## src/ilpe_pkg.sv

```systemverilog
// ilpe_pkg: characters, widths and the per-line tracking record for the INI line pair extractor
// No dependencies. The position width itself is a parameter of the top level.
package ilpe_pkg;

  localparam int unsigned OUT_W = 16;
  localparam logic [OUT_W-1:0] COUNT_MAX = '1;

  localparam logic [7:0] CH_NEWLINE = 8'd10;
  localparam logic [7:0] CH_TAB     = 8'd9;
  localparam logic [7:0] CH_SPACE   = 8'd32;
  localparam logic [7:0] CH_HASH    = 8'h23;
  localparam logic [7:0] CH_SEMI    = 8'h3b;
  localparam logic [7:0] CH_EQUALS  = 8'h3d;
  localparam logic [7:0] CH_LBRACK  = 8'h5b;
  localparam logic [7:0] CH_RBRACK  = 8'h5d;

  // characters of a line that are always kept, the rest are positions of POS_BITS
  typedef struct packed {
    logic       has_text;
    logic [7:0] first_char;
    logic [7:0] last_char;
    logic       eq_seen;
    logic       key_has_text;
    logic       val_has_text;
  } line_flags_t;

endpackage

```

## src/ini_line_pair_extractor.sv

```systemverilog
// ini_line_pair_extractor: splits INI text into lines and reports name/value pairs
// Depends on ilpe_pkg for character codes, widths and the line flag record.
// A line's last byte waits in the input register, then loads the result register once
// the result side is free (no result held, or the held one is being taken).
// Throughput: one byte per cycle while the result side takes requests; trackers
// update with compares and adds only. Reset clears all tracking state and the
// valid flags of both stages; the final byte also returns every tracker to its reset value.
module ini_line_pair_extractor #(
  parameter int unsigned POS_BITS = 16
) (
  input  logic                       clk_i,
  input  logic                       rst_ni,
  input  logic                       in_valid_i,
  output logic                       in_ready_o,
  input  logic [7:0]                 text_byte_i,
  input  logic                       final_byte_i,
  output logic                       out_valid_o,
  input  logic                       out_ready_i,
  output logic [ilpe_pkg::OUT_W-1:0] name_offset_o,
  output logic [ilpe_pkg::OUT_W-1:0] name_length_o,
  output logic [ilpe_pkg::OUT_W-1:0] value_offset_o,
  output logic [ilpe_pkg::OUT_W-1:0] value_length_o,
  output logic [ilpe_pkg::OUT_W-1:0] section_offset_o,
  output logic [ilpe_pkg::OUT_W-1:0] section_length_o,
  output logic [ilpe_pkg::OUT_W-1:0] pair_count_o
);

  localparam int unsigned OW = ilpe_pkg::OUT_W;
  localparam logic [POS_BITS-1:0] POS_ONE = POS_BITS'(1);
  localparam logic [POS_BITS-1:0] POS_TWO = POS_BITS'(2);

  // input register
  logic       in_vld_q;
  logic [7:0] in_byte_q;
  logic       in_fin_q;
  logic       advance;

  // trackers
  logic [POS_BITS-1:0] pos_q, pos_d;
  logic [POS_BITS-1:0] first_pos_q, first_pos_d;
  logic [POS_BITS-1:0] last_pos_q, last_pos_d;
  logic [POS_BITS-1:0] key_last_q, key_last_d;
  logic [POS_BITS-1:0] val_first_q, val_first_d;
  logic [POS_BITS-1:0] eq_pos_q, eq_pos_d;
  logic [POS_BITS-1:0] sec_start_q, sec_start_d;
  logic [POS_BITS-1:0] sec_len_q, sec_len_d;
  logic [OW-1:0]       pairs_q, pairs_d;
  ilpe_pkg::line_flags_t flags_q, flags_d;

  // values after this byte is folded into the line
  logic [POS_BITS-1:0] first_pos_t, last_pos_t, key_last_t, val_first_t, eq_pos_t;
  ilpe_pkg::line_flags_t flags_t;
  logic [POS_BITS-1:0] line_len;
  logic [OW-1:0]       pairs_inc;
  logic is_nl, is_text, is_eq, line_end, usable, is_section, is_pair;

  // result register
  logic          out_vld_q, out_vld_d;
  logic [OW-1:0] name_off_q, name_len_q, val_off_q, val_len_q;
  logic [OW-1:0] sec_off_q, sec_len_out_q, count_q;

  assign advance    = in_vld_q && (!out_vld_q || out_ready_i);
  assign in_ready_o = !in_vld_q || !out_vld_q || out_ready_i;

  always_ff @(posedge clk_i or negedge rst_ni) begin
    if (!rst_ni) begin
      in_vld_q <= 1'b0;
    end else if (in_ready_o) begin
      in_vld_q <= in_valid_i;
    end
  end

  always_ff @(posedge clk_i) begin
    if (in_ready_o && in_valid_i) begin
      in_byte_q <= text_byte_i;
      in_fin_q  <= final_byte_i;
    end
  end

  always_comb begin
    is_nl   = in_byte_q == ilpe_pkg::CH_NEWLINE;
    is_text = !is_nl && in_byte_q != ilpe_pkg::CH_SPACE && in_byte_q != ilpe_pkg::CH_TAB;
    is_eq   = in_byte_q == ilpe_pkg::CH_EQUALS;

    flags_t     = flags_q;
    first_pos_t = first_pos_q;
    last_pos_t  = last_pos_q;
    key_last_t  = key_last_q;
    val_first_t = val_first_q;
    eq_pos_t    = eq_pos_q;
    if (is_text) begin
      if (!flags_q.has_text) begin
        flags_t.has_text   = 1'b1;
        flags_t.first_char = in_byte_q;
        first_pos_t        = pos_q;
      end
      flags_t.last_char = in_byte_q;
      last_pos_t        = pos_q;
      if (!flags_q.eq_seen) begin
        if (is_eq) begin
          flags_t.eq_seen = 1'b1;
          eq_pos_t        = pos_q;
        end else begin
          flags_t.key_has_text = 1'b1;
          key_last_t           = pos_q;
        end
      end else if (!flags_q.val_has_text) begin
        flags_t.val_has_text = 1'b1;
        val_first_t          = pos_q;
      end
    end

    line_end = is_nl || in_fin_q;
    line_len = last_pos_t - first_pos_t + POS_ONE;
    usable   = flags_t.has_text && line_len >= POS_TWO
               && flags_t.first_char != ilpe_pkg::CH_HASH
               && flags_t.first_char != ilpe_pkg::CH_SEMI;
    is_section = line_end && usable && flags_t.first_char == ilpe_pkg::CH_LBRACK
                 && flags_t.last_char == ilpe_pkg::CH_RBRACK;
    is_pair    = line_end && usable && !is_section && flags_t.eq_seen
                 && flags_t.key_has_text;
    pairs_inc  = (pairs_q == ilpe_pkg::COUNT_MAX) ? pairs_q : pairs_q + OW'(1);

    pos_d       = pos_q + POS_ONE;
    flags_d     = flags_t;
    first_pos_d = first_pos_t;
    last_pos_d  = last_pos_t;
    key_last_d  = key_last_t;
    val_first_d = val_first_t;
    eq_pos_d    = eq_pos_t;
    sec_start_d = sec_start_q;
    sec_len_d   = sec_len_q;
    pairs_d     = pairs_q;
    if (line_end) begin
      flags_d     = '0;
      first_pos_d = '0;
      last_pos_d  = '0;
      key_last_d  = '0;
      val_first_d = '0;
      eq_pos_d    = '0;
    end
    if (is_section) begin
      sec_start_d = first_pos_t + POS_ONE;
      sec_len_d   = line_len - POS_TWO;
      pairs_d     = '0;
    end
    if (is_pair) begin
      pairs_d = pairs_inc;
    end
    if (in_fin_q) begin
      pos_d       = '0;
      sec_start_d = '0;
      sec_len_d   = '0;
      pairs_d     = '0;
    end

    out_vld_d = out_vld_q && !out_ready_i;
    if (advance) begin
      out_vld_d = is_pair;
    end
  end

  always_ff @(posedge clk_i or negedge rst_ni) begin
    if (!rst_ni) begin
      pos_q       <= '0;
      first_pos_q <= '0;
      last_pos_q  <= '0;
      key_last_q  <= '0;
      val_first_q <= '0;
      eq_pos_q    <= '0;
      sec_start_q <= '0;
      sec_len_q   <= '0;
      pairs_q     <= '0;
      flags_q     <= '0;
      out_vld_q   <= 1'b0;
    end else begin
      out_vld_q <= out_vld_d;
      if (advance) begin
        pos_q       <= pos_d;
        first_pos_q <= first_pos_d;
        last_pos_q  <= last_pos_d;
        key_last_q  <= key_last_d;
        val_first_q <= val_first_d;
        eq_pos_q    <= eq_pos_d;
        sec_start_q <= sec_start_d;
        sec_len_q   <= sec_len_d;
        pairs_q     <= pairs_d;
        flags_q     <= flags_d;
      end
    end
  end

  always_ff @(posedge clk_i) begin
    if (advance && is_pair) begin
      name_off_q    <= OW'(first_pos_t);
      name_len_q    <= OW'(POS_BITS'(key_last_t - first_pos_t + POS_ONE));
      // empty value points just past the equals sign
      if (flags_t.val_has_text) begin
        val_off_q <= OW'(val_first_t);
        val_len_q <= OW'(POS_BITS'(last_pos_t - val_first_t + POS_ONE));
      end else begin
        val_off_q <= OW'(POS_BITS'(eq_pos_t + POS_ONE));
        val_len_q <= '0;
      end
      sec_off_q     <= OW'(sec_start_q);
      sec_len_out_q <= OW'(sec_len_q);
      count_q       <= pairs_inc;
    end
  end

  assign out_valid_o      = out_vld_q;
  assign name_offset_o    = name_off_q;
  assign name_length_o    = name_len_q;
  assign value_offset_o   = val_off_q;
  assign value_length_o   = val_len_q;
  assign section_offset_o = sec_off_q;
  assign section_length_o = sec_len_out_q;
  assign pair_count_o     = count_q;

endmodule

```

## config.mk

```make
export PLATFORM = sky130hd
export DESIGN_NAME = ini_line_pair_extractor
export DESIGN_NICKNAME = d
export VERILOG_FILES = /design/src/ilpe_pkg.sv /design/src/ini_line_pair_extractor.sv
export SDC_FILE = /design/constraint.sdc
export NUM_CORES = 1
export LEC_CHECK = 0
export ABC_AREA = 1
export BUFFER_PORTS_ARGS = -buffer_cell sky130_fd_sc_hd__buf_4
export CORE_MARGIN = 1
export CORE_UTILIZATION = 50
export DETAILED_ROUTE_END_ITERATION = 6
export PLACE_DENSITY = 0.75
export SETUP_SLACK_MARGIN = 0.15
export SLEW_MARGIN = 20
export SYNTH_ARGS = -nofsm -noshare
export SYNTH_HDL_FRONTEND = slang
export SYNTH_SLANG_ARGS = --single-unit
```

## constraint.sdc

```tcl
create_clock -name clk_i -period 8.8 [get_ports clk_i]
set_input_delay 0.44 -clock clk_i [delete_from_list [all_inputs] [get_ports clk_i]]
set_output_delay 0.44 -clock clk_i [all_outputs]
set_load 0.02 [all_outputs]
```

# Word level (Yosys, flattened, before mapping)
# Index checks and enable logic that the tools add are counted.
op_classes:
  addsub: 11
  magnitude_cmp: 1
  n_eq_ne: 9
  muxes: 35
  n_reduce_logical: 28
op_table:
  columns: ["op", "n"]
  rows:
  - ["2-to-1 mux 16 bit", 27]
  - ["adder 16 x 1 -> 16 bit (second input constant)", 7]
  - ["subtractor 16 bit", 3]
  - ["2-to-1 mux 20 bit", 2]
  - ["inequality test 8 x 6 -> 1 bit (second input constant)", 3]
  - ["== test 16 bit (second input constant)", 1]
  - ["== test 8 x 7 -> 1 bit (second input constant)", 2]
  - ["greater-or-equal comparator 16 x 2 -> 1 bit (second input constant)", 1]
  - ["subtractor 16 x 2 -> 16 bit (second input constant)", 1]
  - ["logical AND 1 bit", 15]
  - ["== test 8 x 4 -> 1 bit (second input constant)", 1]
  - ["== test 8 x 6 -> 1 bit (second input constant)", 1]
  - ["2-to-1 mux 8 bit", 1]
  - ["inequality test 8 x 4 -> 1 bit (second input constant)", 1]
  - ["logical NOT 1 bit", 5]
  - ["logical OR 1 bit", 4]
  - ["2-to-1 mux 1 bit", 4]
  - ["AND reduction 2 bit", 2]
  - ["nonzero test 3 bit", 1]
  - ["2-to-1 mux 2 bit", 1]
  - ["nonzero test 2 bit", 1]
totals:
  reg_bits: 287
  in_bits: 13
  output_inout_bits: 114
  elab_cells: 110

# Logic depth before layout (Yosys ltp)
# Gate-level depths: netlist (run 1).
depth:
  depth_word: 20
  ltp_mapped: 31
  ltp_nobuf: 29

# Least setup slack after synthesis (run 1)
# No wires, ideal clock.
synth_timing:
  path_type: "register to register"
  startpoint: "register in_byte_q[5]"
  endpoint: "register name_len_q[0] (netlist: name_length_o[0]), enable pin"
  setup_time_ns: 0.465
  arrival_ns: 6.009
  required_ns: 8.335
  setup_slack_ns: 2.326
  path_stages_with_launch: 27
  n_path_buf: 5
  period_less_slack_ns: 6.474
  path_cell_list: "edfxtp_1 -> inv_2 -> nand2_1 -> nor2_4 -> nand2_4 -> nand3_4 -> buf_6 -> buf_6 -> clkbuf_1 -> clkbuf_1 -> nand2_1 -> o21ai_0 -> inv_1 -> ha_1 -> ha_1 -> nand2_1 -> inv_1 -> a21oi_1 -> inv_1 -> a21oi_1 -> nand3_1 -> nand2_1 -> nor2_1 -> nand3_2 -> nand4_2 -> buf_2 -> inv_1"
synth_via:
  elab_chain_len: 19
  elab_cells_between_ends: 33
  classes_between: "2 x add/sub; 1 x order compare; 8 x eq/ne; 7 x mux; 15 x reduce/logical"
synth_lines:
  columns: ["item", "line_no", "rtl"]
  rows:
  - ["start, declared", "ini_line_pair_extractor.sv:34", "logic [7:0] in_byte_q;"]
  - ["start signal, assigned", "ini_line_pair_extractor.sv:75", "in_byte_q <= text_byte_i;"]
  - ["== test 8 x 4 -> 1 bit", "ini_line_pair_extractor.sv:81", "is_nl = in_byte_q == ilpe_pkg::CH_NEWLINE;"]
  - ["logical NOT 1 bit", "ini_line_pair_extractor.sv:82", "is_text = !is_nl && in_byte_q != ilpe_pkg::CH_SPACE && in_byte_q != ilpe_pkg::CH_TAB;"]
  - ["logical AND 1 bit (2 in a row)", "ini_line_pair_extractor.sv:82", null]
  - ["2-to-1 mux 16 bit", "ini_line_pair_extractor.sv:91", "if (is_text) begin"]
  - ["subtractor 16 bit", "ini_line_pair_extractor.sv:114", "line_len = last_pos_t - first_pos_t + POS_ONE;"]
  - ["adder 16 x 1 -> 16 bit", "ini_line_pair_extractor.sv:114", null]
  - ["greater-or-equal comparator 16 x 2 -> 1 bit", "ini_line_pair_extractor.sv:115", "usable = flags_t.has_text && line_len >= POS_TWO"]
  - ["logical AND 1 bit", "ini_line_pair_extractor.sv:115", null]
  - ["logical AND 1 bit", "ini_line_pair_extractor.sv:116", "&& flags_t.first_char != ilpe_pkg::CH_HASH"]
  - ["logical AND 1 bit", "ini_line_pair_extractor.sv:117", "&& flags_t.first_char != ilpe_pkg::CH_SEMI;"]
  - ["logical AND 1 bit", "ini_line_pair_extractor.sv:118, ini_line_pair_extractor.sv:120", null]
  - ["logical AND 1 bit", "ini_line_pair_extractor.sv:118", "is_section = line_end && usable && flags_t.first_char == ilpe_pkg::CH_LBRACK"]
  - ["logical AND 1 bit", "ini_line_pair_extractor.sv:119", "&& flags_t.last_char == ilpe_pkg::CH_RBRACK;"]
  - ["logical NOT 1 bit", "ini_line_pair_extractor.sv:120", "is_pair = line_end && usable && !is_section && flags_t.eq_seen"]
  - ["logical AND 1 bit (2 in a row)", "ini_line_pair_extractor.sv:120", null]
  - ["logical AND 1 bit (*)", "ini_line_pair_extractor.sv:121", "&& flags_t.key_has_text;"]
  - ["logical AND 1 bit (*)", "ini_line_pair_extractor.sv:194", "if (advance && is_pair) begin"]
  - ["end signal, assigned", "ini_line_pair_extractor.sv:196", "name_len_q <= OW'(POS_BITS'(key_last_t - first_pos_t + POS_ONE));"]
  - ["end, declared", "ini_line_pair_extractor.sv:59", "logic [OW-1:0] name_off_q, name_len_q, val_off_q, val_len_q;"]
# Every way passes the cells marked *; elsewhere a longest branch is shown, timed or not.
# A chain may end at the register's enable or synchronous reset.

# Final worst setup path (run 1)
layout_timing:
  startpoint: "register in_byte_q[6]"
  endpoint: "register name_len_q[15] (netlist: name_length_o[15]), enable pin"
# Same word-level chain as after synthesis.

==> metrics.md, run 1 <==
| Metric | Value |
|---|---|
| WL final | `38100 microns` |
| Met2 wire length | `18200 microns` |
| CTS Root Cell | `clkbuf_16` |
| Worst-Margin Slew | `1.14 ns` |
| DRT Pass-1 Iters | `5` |
| Clock skew | `0.0181 ns` |
| Hold_buf cts | `1` |
| EDFF count, synth | `121` |
| Final Util | `58.4%` |
| Reg2reg start | `in_byte_q[6]$_DFFE_PP_` |
| Worst EP required | `8.98 ns` |
| Initial antenna violation count | `1` |
| Slew Limit Fails | `0` |
| Yosys top cell by area | `dfrtp_1` |
| Antenna Nets Post-Route | `0` |
| Final estimated routing congestion in global placement | `0.939` |
| CTS buffer count | `31` |
| Layout overhead on the synthesized area | `14.7%` |
| Vias in the first global route | `12057` |
| Mapped Cells | `1805` |
| Pwr per Cell Area | `183 mW/mm^2` |
| Fmax | `0.152 GHz` |
| CTS sink cnt | `287` |
| Crit path kind | `reg -> reg` |
| Hold Crit Class | `in -> reg` |
| Final setup TNS | `0 ns` |
| Final Power | `3.28 mW` |
| Pin count of the biggest net entering global routing | `89` |
| Async S/R FF share, synth | `57.8%` |
| GRT Total Usage | `24.0%` |
| Area after DPL | `0.0168 sq mm` |
| Fin nets | `2016` |
| H-tree Lvls | `1` |
| Syn Nets | `1905` |
| Most common cell after layout, fill and taps aside | `nand2_1` |
| Layout cells sized above 1 | `12.6%` |
| Final Non-Filler Cells | `2336` |
| Clock transition at the registers of the reported paths | `0.06 ns` |
| Pleak | `8.27 nW` |
| Top reg by flops | `flags_q` |
| IO buf count | `126` |
| Max FFs per register | `20` |
| Remaining DRCs | `0` |
| CTS tree | `yes` |
| Setup crit end kind | `flop` |
| Run status | `complete, no violations` |
| Synthesized area | `0.0156 sq mm` |
| Post-CTS Resized | `0` |
| N_diodes | `0` |
| Placed insts | `2278` |
| Max FO, Critical Path | `59` |
| Hold_sp | `final_byte_i` |
| Dominant synthesized flop cell | `dfrtp_1` |
| Vias | `12722` |
| I/O pin count | `127` |
| Per-cell routed wire length | `16.3 microns` |
| HPWL after detailed placement | `27300 microns` |
| Cell count of the worst reg-to-reg path | `22` |
| Post-CTS setup buffer count | `0` |
| Final Cycle Share | `74.6%` |
| Top-area cell type share of the netlist area | `26.6%` |
| Rel. slew slack | `23.4%` |
| Warnings from Yosys | `0` |
| Setup-failing EPs final | `0` |
| Full die area | `0.0319 sq mm` |
| Core Region | `0.0307 sq mm` |
| Max-cap violation count | `0` |
| First-pass GRT wire length | `60400 microns` |
| Startpoint type of the worst setup path | `flop` |
| Die Span Y | `179 microns` |
| Sequential share of the synthesized area | `49.9%` |
| Highest metal used | `met5` |
| Final Critical Period | `6.56 ns` |
| RSZ-0062 raised after global routing | `false` |
| Avg Cell Area, Syn | `8.64 sq um` |
| Max rail drop VDD | `0.147 mV` |
| Post-synth cell types | `51` |
| Area contributors post-synth | `dfrtp_1, edfxtp_1, nand2_1, ha_1, inv_1` |
| Most frequent cells in the layout | `nand2_1, inv_1, dfrtp_1` |
| Routed wl met3 | `2360 microns` |
| Clk buf depth | `3` |
| # rows | `64` |
| Arrival @ worst endpoint | `6.74 ns` |
| Vias per inst | `5.45` |
| #FFs+latches synth | `287` |
| Fin area | `0.0179 sq mm` |
| Starting Density | `50.9%` |
| WL met1 | `16300 microns` |
| Final hold violation count | `0` |
| Die width | `179 microns` |
| Hold depth | `1` |
| Gr ovfl total | `0` |
| Clock latency on the worst-skew pair | `0.56 ns` |
| Initial DRC Count | `971` |
| Crit path from | `in_byte_q[6]$_DFFE_PP_` |
per-layer routing:
| metal | GRT usage [%] | vias up |
|---|---|---|
| met5 | 0 | - |
| met2 | 40.4 | 408 |
| li1 | - | 6240 |
| met1 | 31.5 | 5991 |
| met3 | 3.33 | 81 |
| met4 | 8.90 | 2 |
stage by stage:
step / setup slack, ns / hold slack, ns
floorplan: 2.33 / 0.144
global placement: 2.48 / 0.433
detailed placement: 2.27 / 0.433
CTS: 2.26 / 0.0294
global route: 1.65 / 0.0325
finish: 2.24 / 0.0509
final cells by class:
type,instances,area (sq um)
multi-input cells,1234,6680
clock buffers,36,836
flip-flops and latches,287,7790
clock inverters,21,213
repair buffers,139,1050
well taps,396,495
fillers,2672,12800
inverters,223,840
kinds of logic after synthesis:
group / share of synthesized area (%)
buffers and inverters: 7.45
and+or+nand+nor: 21.3
adders and majority gates: 7.12
xor gates and xnor gates: 2.92
AOI/OAI and AO/OA: 11.1
muxes: 0.128
DFF: 49.9
final timing paths:
check                                                 end  slack [ns]
max                           name_length_o[15]$_DFFE_PP_        2.24
min                                    in_fin_q$_DFFE_PP_        0.05
max reg2reg                   name_length_o[15]$_DFFE_PP_        2.24
min reg2reg                section_length_o[11]$_DFFE_PP_        0.45
max in group asynchronous     sec_start_q[11]$_DFFE_PN0P_        7.07
min in group asynchronous     val_first_q[15]$_DFFE_PN0P_        0.49
cell usage after synthesis (3+ instances only):
| cell | n |
|---|---|
| o21bai_1 | 5 |
| buf_1 | 3 |
| nor3_1 | 22 |
| nor2_2 | 9 |
| o21ai_2 | 6 |
| nand2_4 | 3 |
| xnor2_1 | 13 |
| clkbuf_1 | 39 |
| nand4_1 | 35 |
| buf_4 | 4 |
| nand2_1 | 461 |
| buf_6 | 10 |
| nand3_2 | 3 |
| inv_1 | 211 |
| a21o_1 | 4 |
| dfrtp_1 | 166 |
| inv_2 | 11 |
| a31oi_1 | 4 |
| nor2_1 | 117 |
| or2_2 | 3 |
| edfxtp_1 | 121 |
| xor2_1 | 39 |
| o21ai_1 | 14 |
| buf_2 | 5 |
| a21oi_1 | 76 |
| nor4_1 | 3 |
| nand3_1 | 105 |
| o21ai_0 | 141 |
| ha_1 | 84 |
| fa_1 | 3 |
| o22ai_1 | 56 |
report_power, final:
part	internal, mW	leakage [nW]	switching (mW)
registers	1.43	3.30	0.0168
logic	0.173	4.47	0.343
clock network	0.772	0.508	0.550
worst max-delay path, stage by stage, from the launching register on:
cell      delay, ns
edfxtp_1       0.39
inv_2          0.05
nand2_2        0.12
nor2_2         0.08
nand2_4        0.11
nand3_4        0.48
nor2_4         0.82
nor2_1         0.08
a21oi_1        0.69
ha_1           0.37
ha_1           0.37
a21oi_1        0.15
inv_1          0.07
a21oi_1        0.21
inv_1          0.07
a21oi_1        0.16
nand3_1        0.09
nand2_1        0.13
nor2_1         0.07
nand3_2        0.11
nand4_2        0.46
inv_4          0.38
buf_4          0.62
Note: power is estimated with default switching activity, not from simulation.
==> run 2, diff against run 1 <==
--- a/config.mk
+++ b/config.mk
@@ -5,12 +5,12 @@
 export SDC_FILE = /design/constraint.sdc
 export NUM_CORES = 1
 export LEC_CHECK = 0
-export ABC_AREA = 1
+export ABC_AREA = 0
 export BUFFER_PORTS_ARGS = -buffer_cell sky130_fd_sc_hd__buf_4
 export CORE_MARGIN = 1
 export CORE_UTILIZATION = 50
 export DETAILED_ROUTE_END_ITERATION = 6
-export PLACE_DENSITY = 0.75
+export PLACE_DENSITY = 0.78
 export SETUP_SLACK_MARGIN = 0.15
 export SLEW_MARGIN = 20
 export SYNTH_ARGS = -nofsm -noshare
==> constraint.sdc (replaced) <==
create_clock -name clk_i -period 5.5 [get_ports clk_i]
set_input_delay 0.275 -clock clk_i [delete_from_list [all_inputs] [get_ports clk_i]]
set_output_delay 0.275 -clock clk_i [all_outputs]
set_load 0.02 [all_outputs]
==> metrics.md, run 2 <==
| Metric | Value |
|---|---|
| CTS tree | `yes` |
| CP max stage cell | `or4_4` |
| H-tree Lvls | `1 (unchanged)` |
| Mapped Cells | `1544 (-14%)` |
| Top-count cell post-synth | `dfrtp_1` |
| Max FO, Critical Path | `29 (-51%)` |
| N_diodes | `0 (unchanged)` |
| Startpoint type of the worst setup path | `flop` |
| Run status | `complete, no violations` |
| Async S/R FF share, synth | `57.8% (unchanged)` |
| Yosys top cell by area | `dfrtp_1` |
| Synth cell count leaders | `dfrtp_1, nand2_1, edfxtp_1` |
| Top reg by flops | `flags_q` |
| Starting Density | `50.9% (about the same)` |
| Remaining DRCs | `0 (unchanged)` |
| Max-cap violation count | `0 (unchanged)` |
| Initial DRC Count | `1166 (+20%)` |
| Antenna Nets Post-Route | `0 (unchanged)` |
| Worst-Margin Slew | `0.916 ns (-0.229 ns)` |
| Max rail drop VDD | `0.239 mV (+63%)` |
| IO buf count | `126 (unchanged)` |
| Clock latency on the worst-skew pair | `0.56 ns (about the same)` |
| EDFF count, synth | `121 (unchanged)` |
| Fin nets | `1798 (-11%)` |
| Placement-stage worst setup slack | `0.0599 ns (-2.21 ns)` |
| Area contributors post-synth | `dfrtp_1, edfxtp_1, ha_1, nand2_1, xnor2_1` |
| Layout overhead on the synthesized area | `19.2%` |
| Setup-failing EPs final | `0 (unchanged)` |
| Main combinational cell family by area after synthesis | `compound AO/OA/AOI/OAI gates` |
| Met3 Usage GRT | `3.97% (+0.64 points)` |
| Final hold violation count | `0 (unchanged)` |
| Delay-heaviest family, CP | `simple AND/OR/NAND/NOR gates` |
| Clock skew | `0.0143 ns (-0.00375 ns)` |
| Vias | `12766 (+0.35%)` |
| Post-synthesis adder-cell area fraction | `6.92% (-0.20 points)` |
| Slew Limit Fails | `0 (unchanged)` |
| First-pass GRT wire length | `66000 microns (+9.2%)` |
| Final Critical Period | `5.20 ns (-1.37 ns)` |
| Met2 Use GR | `39.7% (-0.68 points)` |
| Post-synthesis compound-gate area fraction | `16.4% (+5.3 points)` |
| Max FFs per register | `20 (unchanged)` |
| Warnings from Yosys | `0 (unchanged)` |
| Worst EP required | `5.80 ns (-3.18 ns)` |
| Final worst slack | `0.304 ns (-1.93 ns)` |
| Hold Crit Class | `in -> reg` |
| RSZ-0062 raised after global routing | `false` |
| Post-synth cell types | `81 (+59%)` |
| Rel. slew slack | `38.9% (+16 points)` |
| Simple-gate share of the synthesized area | `14.6% (-6.8 points)` |
| Layout cells sized above 1 | `20.0% (+7.5 points)` |
| GRT Max-Usage Layer | `met2` |
| Post-synthesis xor/xnor area fraction | `4.75% (+1.8 points)` |
| Most frequent cells in the layout | `buf_4, dfrtp_1, nand2_1` |
| Crit path kind | `reg -> reg` |
| Vias in the first global route | `12397 (+2.8%)` |
| Pleak | `7.92 nW (-4.3%)` |
| I/O pin count | `127 (unchanged)` |
| Synthesized area | `0.0160 sq mm (+2.9%)` |
| M1 GR Usage | `34.8% (+3.2 points)` |
| Pin count of the biggest net entering global routing | `81 (-9.0%)` |
| CTS Root Cell | `clkbuf_16` |
| Vias per inst | `6.01 (+10%)` |
| GRT Total Usage | `25.2% (+1.2 points)` |
| # rows | `65 (+1.6%)` |
| Clk buf depth | `3 (unchanged)` |
| CTS sink cnt | `287 (unchanged)` |
| Die Span Y | `181 microns (+1.4%)` |
| Initial antenna violation count | `1 (unchanged)` |
| Most common cell after layout, fill and taps aside | `buf_4` |
| Die width | `181 microns (+1.4%)` |
| Crit-path cells | `or4_4 -> nor4_4 -> nor2_1 -> buf_4 -> nand2_1 -> nand2_1 -> ha_1 -> ha_2 -> fa_2 -> a21o_1 -> a2111oi_2 -> a31oi_1 -> a21o_1 -> nor4_4 -> nand3b_2 -> nor2_4 -> nor3_4 -> buf_12 -> buf_12` |
| DRT Pass-1 Iters | `6 (+1)` |
| Top-area cell type share of the netlist area | `25.9% (-0.74 points)` |
| Dominant synthesized flop cell | `dfrtp_1` |
| Mux share of post-synthesis cell area | `4.14% (+4.0 points)` |
| Final Cycle Share | `94.5% (+20 points)` |
| Gr ovfl total | `0 (unchanged)` |
| Final estimated routing congestion in global placement | `0.915 (-2.5%)` |
| Fmax | `0.192 GHz (+26%)` |
| Sequential share of the synthesized area | `48.5% (-1.4 points)` |
| WL final | `41800 microns (+9.9%)` |
| #FFs+latches synth | `287 (unchanged)` |
| Syn Nets | `1644 (-14%)` |
| Per-cell routed wire length | `19.7 microns (+21%)` |
| CTS buffer count | `30 (-3.2%)` |
| Core Region | `0.0316 sq mm (+2.9%)` |
| Final setup TNS | `0 ns (unchanged)` |
| Full die area | `0.0328 sq mm (+2.8%)` |
| CP bufs+invs | `3 (-2)` |
| Pwr per Cell Area | `279 mW/mm^2 (+52%)` |
| HPWL after detailed placement | `29600 microns (+8.7%)` |
| WHS | `0.0627 ns (+0.0118 ns)` |
| Clock transition at the registers of the reported paths | `0.06 ns (about the same)` |
| Avg Cell Area, Syn | `10.4 sq um (+20%)` |
| Setup crit end kind | `flop` |
| Slowest stage delay, CP | `0.60 ns (-0.22 ns)` |
| Arrival @ worst endpoint | `5.50 ns (-1.24 ns)` |
## run 2: cell types whose count changed after synthesis, moves of 20 or more
| cell | before | now |
|---|---|---|
| o22ai_2 | 0 | 20 |
| nand2_1 | 461 | 151 |
| inv_1 | 211 | 98 |
| a22o_1 | 0 | 52 |
| o22ai_1 | 56 | 9 |
| xnor2_1 | 13 | 56 |
| o21ai_0 | 141 | 93 |
| mux2i_1 | 2 | 45 |
| nand3_1 | 105 | 40 |
## run 2: path summary, 6_finish.rpt
kind	start	end	slack, ns	depth (start not counted)
worst max register to register	in_byte_q[4]$_DFFE_PP_	value_length_o[13]$_SDFFCE_PN0P_	0.30	19
worst min register to register	sec_len_q[12]$_DFFE_PN0P_	section_length_o[12]$_DFFE_PP_	0.45	0
worst max-delay path	in_byte_q[4]$_DFFE_PP_	value_length_o[13]$_SDFFCE_PN0P_	0.30	19
max in group asynchronous	rst_ni	eq_pos_q[14]$_DFFE_PN0P_	4.00	3
worst min-delay path	out_ready_i	in_vld_q$_DFFE_PN0N_	0.06	3
min in group asynchronous	rst_ni	pairs_q[4]$_DFFE_PN0P_	0.26	2
## run 2: final cells by class
class,instances,area (sq um)
fill,2581,12400
multi-input combinational,1080,7850
sequential,287,7790
timing repair buffer,200,1610
clock buffer,51,973
tap,402,503
inverter,99,374
clock inverter,5,28.8
## run 2: cells by family (layout without fill, tap and decap cells)
group | count (synthesis) | count (layout)
AND/OR/NAND/NOR | 468 | 469
XOR/XNOR | 87 | 87
AO/OA/AOI/OAI | 372 | 373
buffers and inverters | 179 | 355
multiplexers | 64 | 64
adder cells (fa/ha/maj) | 87 | 87
flip-flops | 287 | 287
## run 2: tightest hold or removal path, stage by stage
cell      delay, ns
buf_4          0.09
nand3b_1       0.14
nand2b_1       0.07
## run 2: metal layers
layer | up-vias | part of all wire [%]
met5 | - | 0.031
met3 | 118 | 6.8
met1 | 6181 | 44
met2 | 503 | 45
li1 | 5962 | -
met4 | 2 | 4.0
## run 2: report_power, final
part	leakage [nW]	internal, mW	switching, mW	total (mW)
sequential	3.34	2.27	0.0346	2.30
clock	0.496	1.20	0.842	2.04
combinational	4.08	0.390	0.598	0.988
## run 2: what timing repair did
item                                    CTS  global route
hold endpoints to repair                 71             0
gates resized for setup                   4            13
endpoints found under the setup margin   43           159
hold buffers                             11             0
gates cloned                              1             1
buffers inserted                          0             7
pin swaps                                 1             4
## run 2: per-stage QoR
stage                     power (mW)  instances  instance area, sq um  utilization (%)
after global routing            5.53       2124                 19100             60.6
after floorplan                 3.02       1544                 16300                -
after global placement          3.25       2048                 17800             56.6
after CTS                       5.33       2116                 19000             60.2
after detailed placement        3.27       2048                 17800             56.6
final                           5.33       2124                 19100             60.6
